[src/rtl/core/srpsd_pkg.sv]
// Shared types and constants for the speed-reached and position-step detector.
// Holds the register map, reset values and field widths.
// Depends on nothing.
`default_nettype none

package srpsd_pkg;

	// field widths
	localparam int VelW      = 32;
	localparam int PosW      = 32;
	localparam int TolW      = 16;
	localparam int SettleW   = 8;
	localparam int GainW     = 16;
	localparam int ScaleW    = 32;
	localparam int FracW     = 16;
	localparam int FiltW     = VelW + FracW;
	localparam int CfgDataW  = 32;
	localparam int InDataW   = 96;
	localparam int OutDataW  = 40;

	// register map
	typedef enum logic [1:0] {
		REG_VEL_TOL    = 2'd0,
		REG_SETTLE_CNT = 2'd1,
		REG_FILT_GAIN  = 2'd2,
		REG_POS_SCALE  = 2'd3
	} reg_idx_t;

	// reset values
	localparam logic [TolW-1:0]    VelTolRst    = 16'd970;
	localparam logic [SettleW-1:0] SettleCntRst = 8'd10;
	localparam logic [GainW-1:0]   FiltGainRst  = 16'd328;
	localparam logic [ScaleW-1:0]  PosScaleRst  = 32'd17713938;

	typedef struct packed {
		logic [TolW-1:0]    velocity_tolerance;
		logic [SettleW-1:0] settle_count;
		logic [GainW-1:0]   filter_gain;
		logic [ScaleW-1:0]  position_scale;
	} cfg_t;

endpackage

`default_nettype wire

[src/rtl/core/srpsd_pos_unit.sv]
// Position scaling by a Q32 factor and step pulse on a change of the count.
// Holds the last scaled count; it advances when en is high.
// Depends on srpsd_pkg.
`default_nettype none

module srpsd_pos_unit (
	input  wire logic                              clk,
	input  wire logic                              arst_n,
	input  wire logic                              en,
	input  wire logic [srpsd_pkg::ScaleW-1:0]      position_scale,
	input  wire logic signed [srpsd_pkg::PosW-1:0] actual_position,
	output logic                                   position_step
);

	logic [srpsd_pkg::PosW-1:0] count_q;
	logic [srpsd_pkg::PosW-1:0] pos_abs;
	logic [63:0]                prod;
	logic [srpsd_pkg::PosW-1:0] scaled_abs;
	logic [srpsd_pkg::PosW-1:0] count_next;

	// |pos| * scale >> 32, sign restored: truncation toward zero
	always_comb begin
		pos_abs    = actual_position[31] ? (32'd0 - actual_position) : actual_position;
		prod       = {32'b0, pos_abs} * {32'b0, position_scale};
		scaled_abs = prod[63:32];
		count_next = actual_position[31] ? (32'd0 - scaled_abs) : scaled_abs;
		position_step = count_next != count_q;
	end

	always_ff @(posedge clk or negedge arst_n) begin
		if (!arst_n) begin
			count_q <= '0;
		end else if (en) begin
			count_q <= count_next;
		end
	end

endmodule

`default_nettype wire

[config.mk]
export PLATFORM = sky130hd
export DESIGN_NAME = srpsd_pos_unit
export DESIGN_NICKNAME = d
export VERILOG_FILES = /design/src/rtl/core/srpsd_pkg.sv /design/src/rtl/core/srpsd_pos_unit.sv
export SDC_FILE = /design/constraint.sdc
export NUM_CORES = 2
export LEC_CHECK = 0
export BUFFER_PORTS_ARGS = -buffer_cell sky130_fd_sc_hd__buf_4
export CORE_UTILIZATION = 25
export CTS_CLUSTER_DIAMETER = 150
export DETAILED_ROUTE_END_ITERATION = 6
export HOLD_SLACK_MARGIN = 0.03
export SLEW_MARGIN = 20
export SYNTH_ARGS = -nofsm -noshare
export SYNTH_HDL_FRONTEND = slang
export SYNTH_SLANG_ARGS = --single-unit
[constraint.sdc]
create_clock -name clk -period 26.2 [get_ports clk]
set_input_delay 1.31 -clock clk [delete_from_list [all_inputs] [get_ports clk]]
set_output_delay 1.31 -clock clk [all_outputs]
set_load 0.01 [all_outputs]
==> impl_metrics.py <==
metrics = {
    "floorplan": {
        "standard_cell_rows": 141,
        "floorplan.die.width_um": 388,
        "start_util_pct": 25.2,
        "die_h_um": 388,
        "design.core.area_um2": 148000,
        "fp.dieArea_um2": 151000,
        "io-pin-count": 68,
    },
    "yosys": {
        "synth_seq_cells": 32,
        "net_count_after_synthesis": 5466,
        "synth_area_per_cell_um2": 8.79,
        "netlist_instances": 4242,
        "synth_cell_types": 91,
        "synth-edff-count": 0,
        "asyncSetResetFlopFracSynth_pct": 100,
        "synth_top_flop_cell": "sky130_fd_sc_hd__dfrtp_1",
        "seq_area_frac_synth_pct": 2.15,
        "synth.cell_area_um2": 37300,
        "ys.warnings.count": 0,
    },
    "clocking": {
        "max-clock-path-buffers": 2,
        "number_of_clock_sinks": 32,
        "cts_setup_buffers": 0,
        "cts_buffers": 5,
        "cts.root.buffer_cell": "sky130_fd_sc_hd__clkbuf_16",
        "cts_resized": 0,
        "clk-insertion-delay-late_ns": 0.29,
        "worst_setup_hold_path_clk_slew_ns": 0.06,
        "cts_hold_repair.buffers": 0,
        "tritoncts_clock_tree": "done",
        "cts-htree-levels": 2,
    },
    "setup_path": {
        "critical_path.reg2reg.endpoint": "count_q[7]",
        "r2r-start": "count_q[7]",
        "critical_path.slowest_cell": "sky130_fd_sc_hd__a221oi_1",
        "critPathArrivalTime_ns": 14.85,
        "critical_path_rt_ns": 24.89,
        "setup.worst_path.class": "in -> out",
        "crit_family": "simple AND/OR/NAND/NOR gates",
        "timing.critical_path.slowest_cell_delay_ns": 0.86,
        "crit_path_start_kind": "input port",
        "crit_fanout": 34,
        "worst_setup_path_end_kind": "output pin",
        "path_common_cell": "sky130_fd_sc_hd__fa_1",
        "setup.reg_to_reg.worst_slack_ns": 25.36,
        "worst_r2r_path_depth": 2,
        "worst-path-buf-inv": 5,
    },
    "layout": {
        "layout-drive-gt1-share_pct": 4.27,
        "layout-area-overhead-vs-synth_pct": 7.08,
        "layout.nets": 5321,
        "commonest_non_fill_non_tap_cells_in_the_layout": "sky130_fd_sc_hd__fa_1, sky130_fd_sc_hd__inv_1, sky130_fd_sc_hd__nand2_1, sky130_fd_sc_hd__and2_1, sky130_fd_sc_hd__ha_1",
        "largest_register_ffs": 32,
        "most_frequent_standard_cell_in_the_layout_excluding_fill_and_tap_cells": "sky130_fd_sc_hd__fa_1",
        "top_register": "count_q",
        "largest_registers": "count_q: 32 flops",
    },
    "sta": {
        "worst_pin_slew_ns": 1.12,
        "fin_setup_tns_ns": 0,
        "finalHoldViolCount": 0,
        "clock-skew-final_ns": 0,
        "max_freq_mhz": 61.9,
        "fin_crit_sh_pct": 61.7,
        "maxSlewHeadroom_pct": 24.8,
        "slew_violations": 0,
        "rsz0062_at_grt": "no",
        "finalSetupViolCount": 0,
        "period_minus_slack_ns": 16.16,
    },
    "hold_path": {
        "hold_path.startpoint": "count_q[31]",
        "holdCritPathClass": "reg -> reg",
        "timing.hold.worst_path_depth": 1,
        "whs_endpoint": "count_q[31]",
    },
    "global_routing": {
        "grt_pass1_wl_um": 185000,
        "grt_overflow": 0,
        "grt_antenna_before_repair": 6,
        "grt_max_degree": 60,
        "vias_in_the_first_global_route": 32100,
        "overall_routing_resource_usage_pct": 15.4,
    },
    "routing": {
        "routed_wire_length_per_instance_um": 18.8,
        "antenna_left": 0,
        "num_vias": 29100,
        "number_of_optimization_iterations_in_the_first_detailed_route_pass": 6,
        "post_route_drc_violation_count": 0,
        "via_density_per_instance": 4.83,
        "route.final.wire_length_um": 113000,
        "detail_route.iter0.violations": 1853,
    },
    "place": {
        "gp_routability_congestion": 0.943,
        "place_hpwl_um": 94000,
        "port-buffer-count": 67,
    },
    "job": {
        "maxCapViolCount": 0,
    },
    "run_status": {
        "status": "complete, no violations",
    },
}
==> through the flow <==
| step | setup slack, ns | hold slack, ns | area, um^2 | cells | utilization, % |
|---|---|---|---|---|---|
| 5_1_grt | 9.32 | 0.578 | 39900 | 6030 | 27.0 |
| 3_3_place_gp | 9.75 | 0.521 | 39700 | 6020 | 26.9 |
| 4_1_cts | 10.05 | 0.528 | 39900 | 6028 | 27.0 |
| 6_report | 10.04 | 0.528 | 39900 | 6032 | 27.0 |
| 3_5_place_dp | 10.10 | 0.515 | 39800 | 6020 | 26.9 |
| 2_1_floorplan | 12.45 | 0.483 | 37300 | 4242 | - |
==> cell usage after synthesis (5+ instances only) <==
library cell | count | area share (%)
sky130_fd_sc_hd__a2111oi_0 | 7 | 0.16
sky130_fd_sc_hd__a211o_1 | 6 | 0.14
sky130_fd_sc_hd__a211oi_1 | 13 | 0.26
sky130_fd_sc_hd__a21o_1 | 19 | 0.38
sky130_fd_sc_hd__a21oi_1 | 123 | 1.7
sky130_fd_sc_hd__a221oi_1 | 8 | 0.19
sky130_fd_sc_hd__a22oi_1 | 5 | 0.10
sky130_fd_sc_hd__a31oi_1 | 16 | 0.27
sky130_fd_sc_hd__and2_1 | 524 | 8.8
sky130_fd_sc_hd__and3_1 | 13 | 0.22
sky130_fd_sc_hd__and4_1 | 11 | 0.26
sky130_fd_sc_hd__buf_1 | 6 | 0.060
sky130_fd_sc_hd__buf_2 | 6 | 0.081
sky130_fd_sc_hd__clkbuf_1 | 243 | 2.4
sky130_fd_sc_hd__dfrtp_1 | 32 | 2.1
sky130_fd_sc_hd__fa_1 | 895 | 48
sky130_fd_sc_hd__ha_1 | 262 | 8.8
sky130_fd_sc_hd__inv_1 | 729 | 7.3
sky130_fd_sc_hd__mux2i_1 | 12 | 0.32
sky130_fd_sc_hd__nand2_1 | 621 | 6.3
sky130_fd_sc_hd__nand2b_1 | 13 | 0.22
sky130_fd_sc_hd__nand3_1 | 35 | 0.47
sky130_fd_sc_hd__nand4_1 | 51 | 0.86
sky130_fd_sc_hd__nor2_1 | 142 | 1.4
sky130_fd_sc_hd__nor2b_1 | 14 | 0.23
sky130_fd_sc_hd__nor3_1 | 35 | 0.47
sky130_fd_sc_hd__nor4_1 | 16 | 0.27
sky130_fd_sc_hd__o2111ai_1 | 5 | 0.12
sky130_fd_sc_hd__o211ai_1 | 14 | 0.28
sky130_fd_sc_hd__o21a_1 | 12 | 0.24
sky130_fd_sc_hd__o21ai_0 | 76 | 1.0
sky130_fd_sc_hd__o21ai_1 | 12 | 0.16
sky130_fd_sc_hd__o31a_1 | 7 | 0.16
sky130_fd_sc_hd__o31ai_1 | 15 | 0.30
sky130_fd_sc_hd__or2_2 | 8 | 0.13
sky130_fd_sc_hd__or3_1 | 18 | 0.30
sky130_fd_sc_hd__or4_1 | 17 | 0.34
sky130_fd_sc_hd__xnor2_1 | 81 | 1.9
sky130_fd_sc_hd__xor2_1 | 23 | 0.54
==> logic make-up (layout without fill, tap and decap cells) <==
family	after synthesis	in the layout	synth area share, %
compound gates	414	414	7.43
other cells	0	4	0
simple gates	1531	1531	20.6
fa+ha+maj	1157	1157	56.8
mux	16	16	0.450
xor+xnor	107	107	2.61
flops	32	32	2.15
buf+inv	985	841	9.94
==> cell type report <==
cell class	count	area [um^2]
multi-input cells	3225	33000
clock inverters	3	42.5
repair buffers	103	773
flip-flops and latches	32	801
diodes	4	10.0
inverters	730	2740
fillers	15800	108000
well taps	1930	2410
clock buffers	5	125
==> worst max path at each step <==
| stage | start | end | slack (ns) | depth (start not counted) |
|---|---|---|---|---|
| after detailed placement | actual_position[0] | position_step | 10.10 | 37 |
| after global routing | actual_position[2] | position_step | 9.32 | 36 |
| final | actual_position[0] | position_step | 10.04 | 37 |
| after CTS | actual_position[0] | position_step | 10.05 | 37 |
| after global placement | actual_position[0] | position_step | 9.75 | 36 |
| after floorplan | actual_position[2] | position_step | 12.45 | 38 |
==> worst reg2reg max path: stages, from the launching register on <==
cell	delay [ns]
sky130_fd_sc_hd__dfrtp_1	0.49
sky130_fd_sc_hd__nor2_1	0.15
sky130_fd_sc_hd__a21oi_1	0.05
==> metal layers <==
| metal | global-route usage [%] | part of all wire, % |
|---|---|---|
| met1 | 21.6 | 45 |
| met5 | 0.0957 | 0.035 |
| met3 | 1.80 | 5.6 |
| met4 | 2.44 | 1.5 |
| met2 | 25.9 | 48 |
Power is not shown: default switching activity piles up to over one toggle a cycle in this logic, so the estimate is an artifact.
